===== src/sv/assert_macros.svh =====
// ----------------------------------------------------------------------------
// Assertion macros
// Clocked assertion wrappers used by the address table core. Define
// ASSERT_OFF to compile them out.
// ----------------------------------------------------------------------------
`ifndef ASSERT_MACROS_SVH
`define ASSERT_MACROS_SVH

`ifndef ASSERT_OFF

// Checked on every rising edge, ignored while reset is high
`define ASSERT_CLK(name, clk, rst, prop) \
   name: assert property (@(posedge clk) disable iff (rst) (prop)) \
      else $error("%m: assertion failed");

// Checked on every rising edge, reset included
`define ASSERT_ALWAYS(name, clk, prop) \
   name: assert property (@(posedge clk) (prop)) \
      else $error("%m: assertion failed");

`else

`define ASSERT_CLK(name, clk, rst, prop)
`define ASSERT_ALWAYS(name, clk, prop)

`endif

`endif


===== src/sv/atle_pkg.sv =====
// ----------------------------------------------------------------------------
// Address table LRU eviction package
// Sizes, opcodes and payload types of the device address table.
// ----------------------------------------------------------------------------
package atle_pkg;

   // Table geometry
   localparam int MAX_ENTRIES = 16;
   localparam int NUM_TYPES   = 8;
   localparam int SLOT_W      = $clog2(MAX_ENTRIES);
   localparam int COUNT_W     = $clog2(MAX_ENTRIES + 1);
   localparam int ADDR_W      = 48;
   localparam int EPOCH_W     = 32;
   localparam int MASK_W      = 16;

   // Opcodes
   localparam logic [2:0] OP_SEEN    = 3'd0;
   localparam logic [2:0] OP_BLOCK   = 3'd1;
   localparam logic [2:0] OP_UNBLOCK = 3'd2;
   localparam logic [2:0] OP_DELETE  = 3'd3;
   localparam logic [2:0] OP_MARK    = 3'd4;
   localparam logic [2:0] OP_READ    = 3'd5;
   localparam logic [2:0] OP_CLEAR   = 3'd6;

   // Request payload
   typedef struct packed {
      logic [2:0]        opcode;
      logic [ADDR_W-1:0] device_addr;
      logic [3:0]        slot_index;
      logic [3:0]        type_code;
   } req_type;

   // Response payload
   typedef struct packed {
      logic               found;
      logic               created;
      logic               evicted;
      logic [3:0]         slot;
      logic [ADDR_W-1:0]  entry_addr;
      logic               entry_active;
      logic [EPOCH_W-1:0] entry_last_seen;
      logic [MASK_W-1:0]  entry_type_mask;
      logic               newly_marked;
      logic [4:0]         entry_count;
   } rsp_type;

   // One table record
   typedef struct packed {
      logic [ADDR_W-1:0]  addr;
      logic               active;
      logic [EPOCH_W-1:0] last_seen;
      logic [MASK_W-1:0]  type_mask;
   } entry_type;

   // Comparator result
   typedef struct packed {
      logic eq;
      logic lt;
   } cmp_res_type;

   // Copy a record into the entry fields of a response
   function automatic rsp_type put_entry(input rsp_type r, input entry_type e);
      rsp_type o;
      o                 = r;
      o.entry_addr      = e.addr;
      o.entry_active    = e.active;
      o.entry_last_seen = e.last_seen;
      o.entry_type_mask = e.type_mask;
      return o;
   endfunction

endpackage


===== src/sv/atle_entry_ram.sv =====
// ----------------------------------------------------------------------------
// Entry RAM
// Table records, one write port and one read port with registered data.
// ----------------------------------------------------------------------------
module atle_entry_ram
   import atle_pkg::*;
(
   input  logic              clock,
   input  logic              wr_en,
   input  logic [SLOT_W-1:0] wr_addr,
   input  entry_type         wr_data,
   input  logic [SLOT_W-1:0] rd_addr,
   output entry_type         rd_data
);

   entry_type mem [MAX_ENTRIES];
   entry_type rd_data_ff;

   // Write port
   always_ff @(posedge clock) begin
      if (wr_en) begin
         mem[wr_addr] <= wr_data;
      end
   end

   // Registered read port
   always_ff @(posedge clock) begin
      rd_data_ff <= mem[rd_addr];
   end

   assign rd_data = rd_data_ff;

endmodule


===== src/sv/atle_cmp_unit.sv =====
// ----------------------------------------------------------------------------
// Shared compare unit
// One 48-bit magnitude comparator, used for address match during lookup
// and for last-seen ordering during the victim search.
// ----------------------------------------------------------------------------
module atle_cmp_unit
   import atle_pkg::*;
(
   input  logic              victim_mode,
   input  entry_type         entry,
   input  logic [ADDR_W-1:0] key_addr,
   input  logic [EPOCH_W-1:0] best_epoch,
   output cmp_res_type       res
);

   logic [ADDR_W-1:0] op_a;
   logic [ADDR_W-1:0] op_b;

   // Operand select: epochs are zero extended onto the address width
   always_comb begin
      if (victim_mode) begin
         op_a = ADDR_W'(entry.last_seen);
         op_b = ADDR_W'(best_epoch);
      end else begin
         op_a = entry.addr;
         op_b = key_addr;
      end
   end

   assign res.eq = (op_a == op_b);
   assign res.lt = (op_a < op_b);

endmodule


===== src/sv/address_table_lru_evict_core.sv =====
// ----------------------------------------------------------------------------
// Address table with least-recently-seen eviction
// Keeps up to sixteen device records and serves seen, block, unblock,
// delete, mark type, read slot and clear requests one at a time.
//
//   channel  ports                          direction
//   request  req_valid req_stall req_data   in  (req_stall driven here)
//   response rsp_valid rsp_stall rsp_data   out (rsp_stall driven by sink)
//   config   csr_wr_en csr_wr_data          in  (boot epoch, write only)
//
// One request at a time; a lookup reads and compares the records in turn
// through the single RAM read port and the shared comparator.
// Lookup: searches the occupied slots in order; a miss on a full table adds
// a victim scan over all sixteen slots before the response.
// Mark type and read slot read the record on an occupied slot, then respond;
// on an empty slot, and for clear and unknown opcodes, they respond directly.
// No clearing pass after reset: slots at or above the count are never read.
// req_stall stays high from acceptance until the response transfer.
// ----------------------------------------------------------------------------
module address_table_lru_evict_core
   import atle_pkg::*;
(
   input  logic               clock,
   input  logic               reset,
   // request channel
   input  logic               req_valid,
   output logic               req_stall,
   input  req_type            req_data,
   // response channel
   output logic               rsp_valid,
   input  logic               rsp_stall,
   output rsp_type            rsp_data,
   // configuration
   input  logic               csr_wr_en,
   input  logic [EPOCH_W-1:0] csr_wr_data
);

`include "assert_macros.svh"

   // Sequencer states
   localparam logic [3:0] ST_IDLE  = 4'd0;
   localparam logic [3:0] ST_RD_M  = 4'd1;
   localparam logic [3:0] ST_CMP_M = 4'd2;
   localparam logic [3:0] ST_DEL_W = 4'd3;
   localparam logic [3:0] ST_MISS  = 4'd4;
   localparam logic [3:0] ST_RD_V  = 4'd5;
   localparam logic [3:0] ST_CMP_V = 4'd6;
   localparam logic [3:0] ST_RPT   = 4'd7;
   localparam logic [3:0] ST_OUT   = 4'd8;

   logic [3:0]         state_ff,      state_in;
   logic [COUNT_W-1:0] occ_ff,        occ_in;
   logic [EPOCH_W-1:0] epoch_ff,      epoch_in;
   req_type            req_ff,        req_in;
   logic [SLOT_W-1:0]  idx_ff,        idx_in;
   logic [SLOT_W-1:0]  best_slot_ff,  best_slot_in;
   logic [EPOCH_W-1:0] best_epoch_ff, best_epoch_in;
   rsp_type            rsp_ff,        rsp_in;

   logic               wr_en;
   logic [SLOT_W-1:0]  wr_addr;
   entry_type          wr_data;
   logic [SLOT_W-1:0]  rd_addr;
   entry_type          rd_data;

   logic               cmp_victim;
   cmp_res_type        cmp_res;

   logic [COUNT_W-1:0] occ_dec;
   logic [SLOT_W-1:0]  last_slot;
   logic               full;
   entry_type          new_entry;
   entry_type          upd_entry;
   logic               take_victim;
   logic [SLOT_W-1:0]  victim_slot;
   logic [MASK_W-1:0]  type_bit;
   logic               type_ok;

   // Record storage
   atle_entry_ram u_ram (
      .clock   (clock),
      .wr_en   (wr_en),
      .wr_addr (wr_addr),
      .wr_data (wr_data),
      .rd_addr (rd_addr),
      .rd_data (rd_data)
   );

   // Shared comparator
   atle_cmp_unit u_cmp (
      .victim_mode (cmp_victim),
      .entry       (rd_data),
      .key_addr    (req_ff.device_addr),
      .best_epoch  (best_epoch_ff),
      .res         (cmp_res)
   );

   // Helpers
   assign occ_dec     = occ_ff - COUNT_W'(1);
   assign last_slot   = occ_dec[SLOT_W-1:0];
   assign full        = (occ_ff == COUNT_W'(MAX_ENTRIES));
   assign take_victim = (idx_ff == '0) || cmp_res.lt;
   assign victim_slot = take_victim ? idx_ff : best_slot_ff;
   assign type_bit    = MASK_W'(1) << req_ff.type_code;
   assign type_ok     = (5'(req_ff.type_code) < 5'(NUM_TYPES));

   always_comb begin
      new_entry.addr      = req_ff.device_addr;
      new_entry.active    = 1'b1;
      new_entry.last_seen = epoch_ff;
      new_entry.type_mask = '0;
   end

   // Configuration register
   assign epoch_in = csr_wr_en ? csr_wr_data : epoch_ff;

   // Sequencer
   always_comb begin
      state_in      = state_ff;
      occ_in        = occ_ff;
      req_in        = req_ff;
      idx_in        = idx_ff;
      best_slot_in  = best_slot_ff;
      best_epoch_in = best_epoch_ff;
      rsp_in        = rsp_ff;
      wr_en         = 1'b0;
      wr_addr       = idx_ff;
      wr_data       = rd_data;
      rd_addr       = idx_ff;
      cmp_victim    = 1'b0;
      upd_entry     = rd_data;

      case (state_ff)
         ST_IDLE: begin
            if (req_valid) begin
               req_in = req_data;
               rsp_in = '0;
               idx_in = '0;
               case (req_data.opcode)
                  OP_SEEN, OP_BLOCK, OP_UNBLOCK, OP_DELETE: begin
                     state_in = ST_RD_M;
                  end
                  OP_MARK, OP_READ: begin
                     rd_addr = req_data.slot_index;
                     if (COUNT_W'(req_data.slot_index) < occ_ff) begin
                        state_in = ST_RPT;
                     end else begin
                        state_in = ST_OUT;
                     end
                  end
                  OP_CLEAR: begin
                     occ_in   = '0;
                     state_in = ST_OUT;
                  end
                  default: begin
                     state_in = ST_OUT;
                  end
               endcase
            end
         end

         // Lookup: read one slot
         ST_RD_M: begin
            if (occ_ff == '0) begin
               state_in = ST_MISS;
            end else begin
               state_in = ST_CMP_M;
            end
         end

         // Lookup: compare the slot read last cycle
         ST_CMP_M: begin
            if (cmp_res.eq) begin
               rsp_in.found = 1'b1;
               rsp_in.slot  = idx_ff;
               state_in     = ST_OUT;
               case (req_ff.opcode)
                  OP_SEEN: begin
                     upd_entry.last_seen = epoch_ff;
                     wr_en   = 1'b1;
                     wr_data = upd_entry;
                     rsp_in  = put_entry(rsp_in, upd_entry);
                  end
                  OP_BLOCK, OP_UNBLOCK: begin
                     upd_entry.active = (req_ff.opcode == OP_UNBLOCK);
                     wr_en   = 1'b1;
                     wr_data = upd_entry;
                     rsp_in  = put_entry(rsp_in, upd_entry);
                  end
                  OP_DELETE: begin
                     occ_in = occ_dec;
                     if (idx_ff != last_slot) begin
                        rd_addr  = last_slot;
                        state_in = ST_DEL_W;
                     end
                  end
                  default: begin
                     state_in = ST_OUT;
                  end
               endcase
            end else if (idx_ff == last_slot) begin
               state_in = ST_MISS;
            end else begin
               idx_in   = idx_ff + SLOT_W'(1);
               state_in = ST_RD_M;
            end
         end

         // Delete: move the last record into the freed slot
         ST_DEL_W: begin
            wr_en    = 1'b1;
            wr_data  = rd_data;
            rsp_in   = put_entry(rsp_in, rd_data);
            state_in = ST_OUT;
         end

         // No match: append, start the victim search, or report not found
         ST_MISS: begin
            state_in = ST_OUT;
            if (req_ff.opcode == OP_SEEN) begin
               if (full) begin
                  idx_in   = '0;
                  state_in = ST_RD_V;
               end else begin
                  wr_en          = 1'b1;
                  wr_addr        = occ_ff[SLOT_W-1:0];
                  wr_data        = new_entry;
                  occ_in         = occ_ff + COUNT_W'(1);
                  rsp_in.created = 1'b1;
                  rsp_in.slot    = occ_ff[SLOT_W-1:0];
                  rsp_in         = put_entry(rsp_in, new_entry);
               end
            end
         end

         // Victim search: read one slot
         ST_RD_V: begin
            state_in = ST_CMP_V;
         end

         // Victim search: keep the lowest last-seen, first slot on ties
         ST_CMP_V: begin
            cmp_victim = 1'b1;
            if (take_victim) begin
               best_slot_in  = idx_ff;
               best_epoch_in = rd_data.last_seen;
            end
            if (idx_ff == SLOT_W'(MAX_ENTRIES - 1)) begin
               wr_en          = 1'b1;
               wr_addr        = victim_slot;
               wr_data        = new_entry;
               rsp_in.created = 1'b1;
               rsp_in.evicted = 1'b1;
               rsp_in.slot    = victim_slot;
               rsp_in         = put_entry(rsp_in, new_entry);
               state_in       = ST_OUT;
            end else begin
               idx_in   = idx_ff + SLOT_W'(1);
               state_in = ST_RD_V;
            end
         end

         // Mark type or read slot on the record read at acceptance
         ST_RPT: begin
            rsp_in.found = 1'b1;
            rsp_in.slot  = req_ff.slot_index;
            wr_addr      = req_ff.slot_index;
            if ((req_ff.opcode == OP_MARK) && type_ok &&
                ((rd_data.type_mask & type_bit) == '0)) begin
               upd_entry.type_mask = rd_data.type_mask | type_bit;
               wr_en               = 1'b1;
               wr_data             = upd_entry;
               rsp_in.newly_marked = 1'b1;
            end
            rsp_in   = put_entry(rsp_in, upd_entry);
            state_in = ST_OUT;
         end

         // Hold the result until the transfer
         ST_OUT: begin
            if (!rsp_stall) begin
               state_in = ST_IDLE;
            end
         end

         default: begin
            state_in = ST_IDLE;
         end
      endcase
   end

   // Control registers
   always_ff @(posedge clock) begin
      if (reset) begin
         state_ff <= ST_IDLE;
         occ_ff   <= '0;
         epoch_ff <= '0;
      end else begin
         state_ff <= state_in;
         occ_ff   <= occ_in;
         epoch_ff <= epoch_in;
      end
   end

   // Working registers
   always_ff @(posedge clock) begin
      req_ff        <= req_in;
      idx_ff        <= idx_in;
      best_slot_ff  <= best_slot_in;
      best_epoch_ff <= best_epoch_in;
      rsp_ff        <= rsp_in;
   end

   // Ports
   assign req_stall = (state_ff != ST_IDLE);
   assign rsp_valid = (state_ff == ST_OUT);

   always_comb begin
      rsp_data             = rsp_ff;
      rsp_data.entry_count = occ_ff;
   end

   // Checks
   `ASSERT_CLK(a_occ_bound, clock, reset, occ_ff <= COUNT_W'(MAX_ENTRIES))
   `ASSERT_CLK(a_no_accept_while_busy, clock, reset, (req_valid && !req_stall) |-> !rsp_valid)
   `ASSERT_CLK(a_scan_in_range, clock, reset, (state_ff == ST_CMP_M) |-> (COUNT_W'(idx_ff) < occ_ff))
   `ASSERT_CLK(a_evict_when_full, clock, reset, (rsp_valid && rsp_data.evicted) |-> (rsp_data.created && full))
   `ASSERT_CLK(a_found_or_created, clock, reset, rsp_valid |-> !(rsp_data.found && rsp_data.created))

endmodule


===== config.mk =====
export PLATFORM = sky130hd
export DESIGN_NAME = address_table_lru_evict_core
export DESIGN_NICKNAME = d
export VERILOG_FILES = /design/src/sv/atle_pkg.sv /design/src/sv/atle_entry_ram.sv /design/src/sv/atle_cmp_unit.sv /design/src/sv/address_table_lru_evict_core.sv
export VERILOG_INCLUDE_DIRS = /design/src /design/src/sv
export SDC_FILE = /design/constraint.sdc
export NUM_CORES = 2
export LEC_CHECK = 0
export ABC_AREA = 1
export BUFFER_PORTS_ARGS = -buffer_cell sky130_fd_sc_hd__buf_4
export CORE_MARGIN = 4
export CORE_UTILIZATION = 45
export DETAILED_ROUTE_END_ITERATION = 12
export PLACE_DENSITY_LB_ADDON = 0.12
export SETUP_SLACK_MARGIN = 0.4
export SLEW_MARGIN = 20
export SYNTH_ARGS = -nofsm -noshare
export SYNTH_HDL_FRONTEND = slang
export SYNTH_SLANG_ARGS = --single-unit

===== constraint.sdc =====
create_clock -name clock -period 12.45 [get_ports clock]
set_input_delay 1.245 -clock clock [delete_from_list [all_inputs] [get_ports clock]]
set_output_delay 1.245 -clock clock [all_outputs]
set_load 0.02 [all_outputs]

==> results.cfg <==
[run_status]
outcome = finished clean

[setup_path]
rr_endpoint = u_ram.mem[9][62]
startpoint_type = flip-flop
rrSetupSlack_ns = 4.49
crit_required_ns = 12.92
worstReg2RegStart = state_ff[3]
reg2reg_depth = 24
crit_arrival_ns = 8.43
crit_fanout = 96
critPathKind = flip-flop to flip-flop
endpoint_kind = flip-flop

[clocking]
cts-buffers-inserted = 199
insertion_delay_ns = 0.85
hold_buffers = 0
cts.htree.levels = 4
cts_root_buf = clkbuf_16
post_cts_buffers = 0
cts_tree = yes
clkTransAtPathRegs_ns = 0.06
cts_resized = 0
max-clock-path-buffers = 3
cts_num_sinks = 1894

[worst_hold_path]
hold_start = u_ram.rd_data[37]
hold_path_end = best_epoch_ff[21]
hold_depth = 0
hp-class = flip-flop to flip-flop

[sta]
setup_violations = 0
finClkSkew_ns = 0.0398
holdWs_ns = 0.461
worst_pin_slew_ns = 1.32
rsz0062_at_grt = no
clock.fmax_mhz = 126
slew_headroom_pct = 11.6
layout_min_cycle_time_ns = 7.96
setup_tns_ns = 0
fin_crit_sh_pct = 63.9
drv_slew = 0
finalHoldViolations = 0

[layout]
nets = 7761
fill_cells = 16000
syn_to_final_growth_pct = 12.4
finalInstanceArea_mm2 = 0.0924
drive_gt1_share_pct = 9.31

[grt]
grt_pass1_vias = 53600
antenna_found_initial = 4
overflow = 0
grt_max_degree = 198
track_usage_pct = 26.1
grt_pass1_wl_mm = 371

[die]
rows = 156
initial_core_util_pct = 45.4
die_h_um = 435
die_w_um = 435
top_level_ports = 208
core_region_area_mm2 = 0.181
die_area_mm2 = 0.190

[detailed_routing]
post_drt_wl_per_cell_um = 24.9
firstDrtPassIters = 6
routed-via-count = 56600
detail-route-antenna-nets = 0
wirelength_mm = 253
first_iter_violations = 5923
viasPerCell = 5.57
drc_errors = 0

[synth]
yosysWarnings = 0
synth_top_area_share_pct = 64.2
ys_seq_area_share_pct = 67.5
synth.distinct_cells = 52
ys_ff_latch = 1894
synthTopCellsByCount = nand2_1, edfxtp_1, nand3_1
syn-cell-area_mm2 = 0.0822
synth_area_leaders = edfxtp_1, nand3_1, nand2_1
async_flop_share_pct = 0
yosysTopAreaCell = edfxtp_1
syn_inst = 7527
synth_ff_type = edfxtp_1
synth.most_common_cell = nand2_1
synth.avg_cell_area_um2 = 10.9
synth_edf_count = 1756
synth_fp_nets = 7678

[place]
dpl.hpwl_mm = 139
dpl_cell_area_mm2 = 0.0860
portBuffers = 207
globalplace.congestion = 0.883

[pwr]
internal_power_w = 0.0153
ir_drop_mv = 0.512
p_comb_share_pct = 47.5
p_sw_w = 0.0126
powerDensity_mw_per_mm2 = 302
seq_power_share_pct = 31.8
p_leak_nw = 36.4
clockPowerShare_pct = 20.7
swShare_pct = 45.3

[job]
cap_violations = 0
==> critical path, stage by stage (launching register included) <==
cell and delay [ns]:
dfxtp_1 0.46, inv_1 0.16, nand2_2 0.17, inv_1 0.11, nand2_4 0.48, buf_4 0.77
inv_2 0.10, buf_4 0.28, nor2_1 0.15, ha_1 0.25, nand2_1 0.09, nor2_1 0.06
nand2_1 0.13, inv_1 0.05, a21oi_1 0.79, nand3_1 0.43, nand2_1 0.23, nand2_1 0.09
nand3_1 0.08, nand3_1 0.12, nor2_1 0.16, nand2_1 0.25, nor2_4 0.78, buf_4 0.69
buf_4 0.60
==> cell usage in the layout, fill, tap and decap left out, types with 6 or more instances in the layout <==
| cell type | count |
|---|---|
| bufinv_16 | 9 |
| dfxtp_1 | 138 |
| o32ai_1 | 9 |
| clkinv_2 | 30 |
| o21ai_1 | 13 |
| clkinv_1 | 29 |
| o2111ai_1 | 6 |
| nor2_1 | 98 |
| o221ai_1 | 18 |
| nor2_4 | 26 |
| inv_2 | 8 |
| nor2_2 | 6 |
| nand4_1 | 7 |
| o211ai_1 | 6 |
| nand3b_1 | 382 |
| nand3_1 | 1534 |
| a21oi_1 | 78 |
| clkbuf_8 | 18 |
| edfxtp_1 | 1756 |
| o21ai_0 | 188 |
| ha_1 | 55 |
| nor3_1 | 13 |
| clkbuf_16 | 201 |
| clkbuf_1 | 76 |
| o21ai_2 | 6 |
| inv_1 | 812 |
| o221ai_2 | 12 |
| nand2_1 | 1756 |
| o22ai_1 | 55 |
| buf_12 | 15 |
| buf_4 | 349 |
==> through the flow <==
stage	power, W	utilization, %	worst slack [ns]	instances
6_report	0.0279	51.0	4.49	10200
5_1_grt	0.0296	51.0	4.03	10200
4_1_cts	0.0280	50.9	4.45	10200
3_5_place_dp	0.0221	47.5	4.48	9778
3_3_place_gp	0.0221	47.4	4.57	9775
2_1_floorplan	0.0179	-	2.69	7527
==> logic make-up after synthesis <==
group | synth area share, %
AOI/OAI and AO/OA | 2.99
xor gates and xnor gates | 0.0320
adders and majority gates | 0.837
buffers and inverters | 6.80
DFF | 67.5
and+or+nand+nor | 21.8
==> flip-flops by register name, summed over array words and instances (netlist names) <==
register	count
idx_ff	4
state_ff	4
occ_ff	5
epoch_ff	32
new_entry	48
rsp_data	105
best_slot_ff	4
u_ram.mem	1552
req_ff	11
u_ram.rd_data	97
best_epoch_ff	32
==> per-layer routing <==
layer	up-vias	wire (um)	global-route usage, %
met5	-	0	0
met4	0	13500	12.5
met3	486	14800	3.07
met2	2051	120000	42.0
met1	28000	106000	35.5
li1	26100	-	-
==> layout make-up <==
| cell class | count | area, um^2 | area share [%] |
|---|---|---|---|
| antenna | 5 | 12.5 | 0.0135 |
| clock buffer | 295 | 5560 | 6.02 |
| clock inverter | 83 | 764 | 0.828 |
| inverter | 825 | 3110 | 3.37 |
| multi-input combinational | 4324 | 21500 | 23.3 |
| sequential | 1894 | 55500 | 60.1 |
| tap | 2370 | 2970 | 3.21 |
| timing repair buffer | 366 | 2950 | 3.20 |
==> how the worst max path moves through the flow <==
stage	cells after the start	endpoint	start
5_1_grt	24	u_ram.mem[9][31]	state_ff[3]
3_5_place_dp	24	u_ram.mem[9][12]	state_ff[3]
3_3_place_gp	24	u_ram.mem[9][15]	state_ff[0]
6_report	24	u_ram.mem[9][62]	state_ff[3]
2_1_floorplan	16	rsp_data[100]	state_ff[3]
4_1_cts	24	u_ram.mem[9][62]	state_ff[3]
==> power groups by stage <==
stage / registers (W) / logic [W] / clock network [W]
finish: 0.00886 / 0.0133 / 0.00579
global route: 0.00888 / 0.0145 / 0.00616
CTS: 0.00886 / 0.0132 / 0.00590
detailed placement: 0.00898 / 0.0132 / 0
global placement: 0.00899 / 0.0131 / 0
floorplan: 0.00902 / 0.00887 / 0
Note: power is estimated with default switching activity, not from simulation.
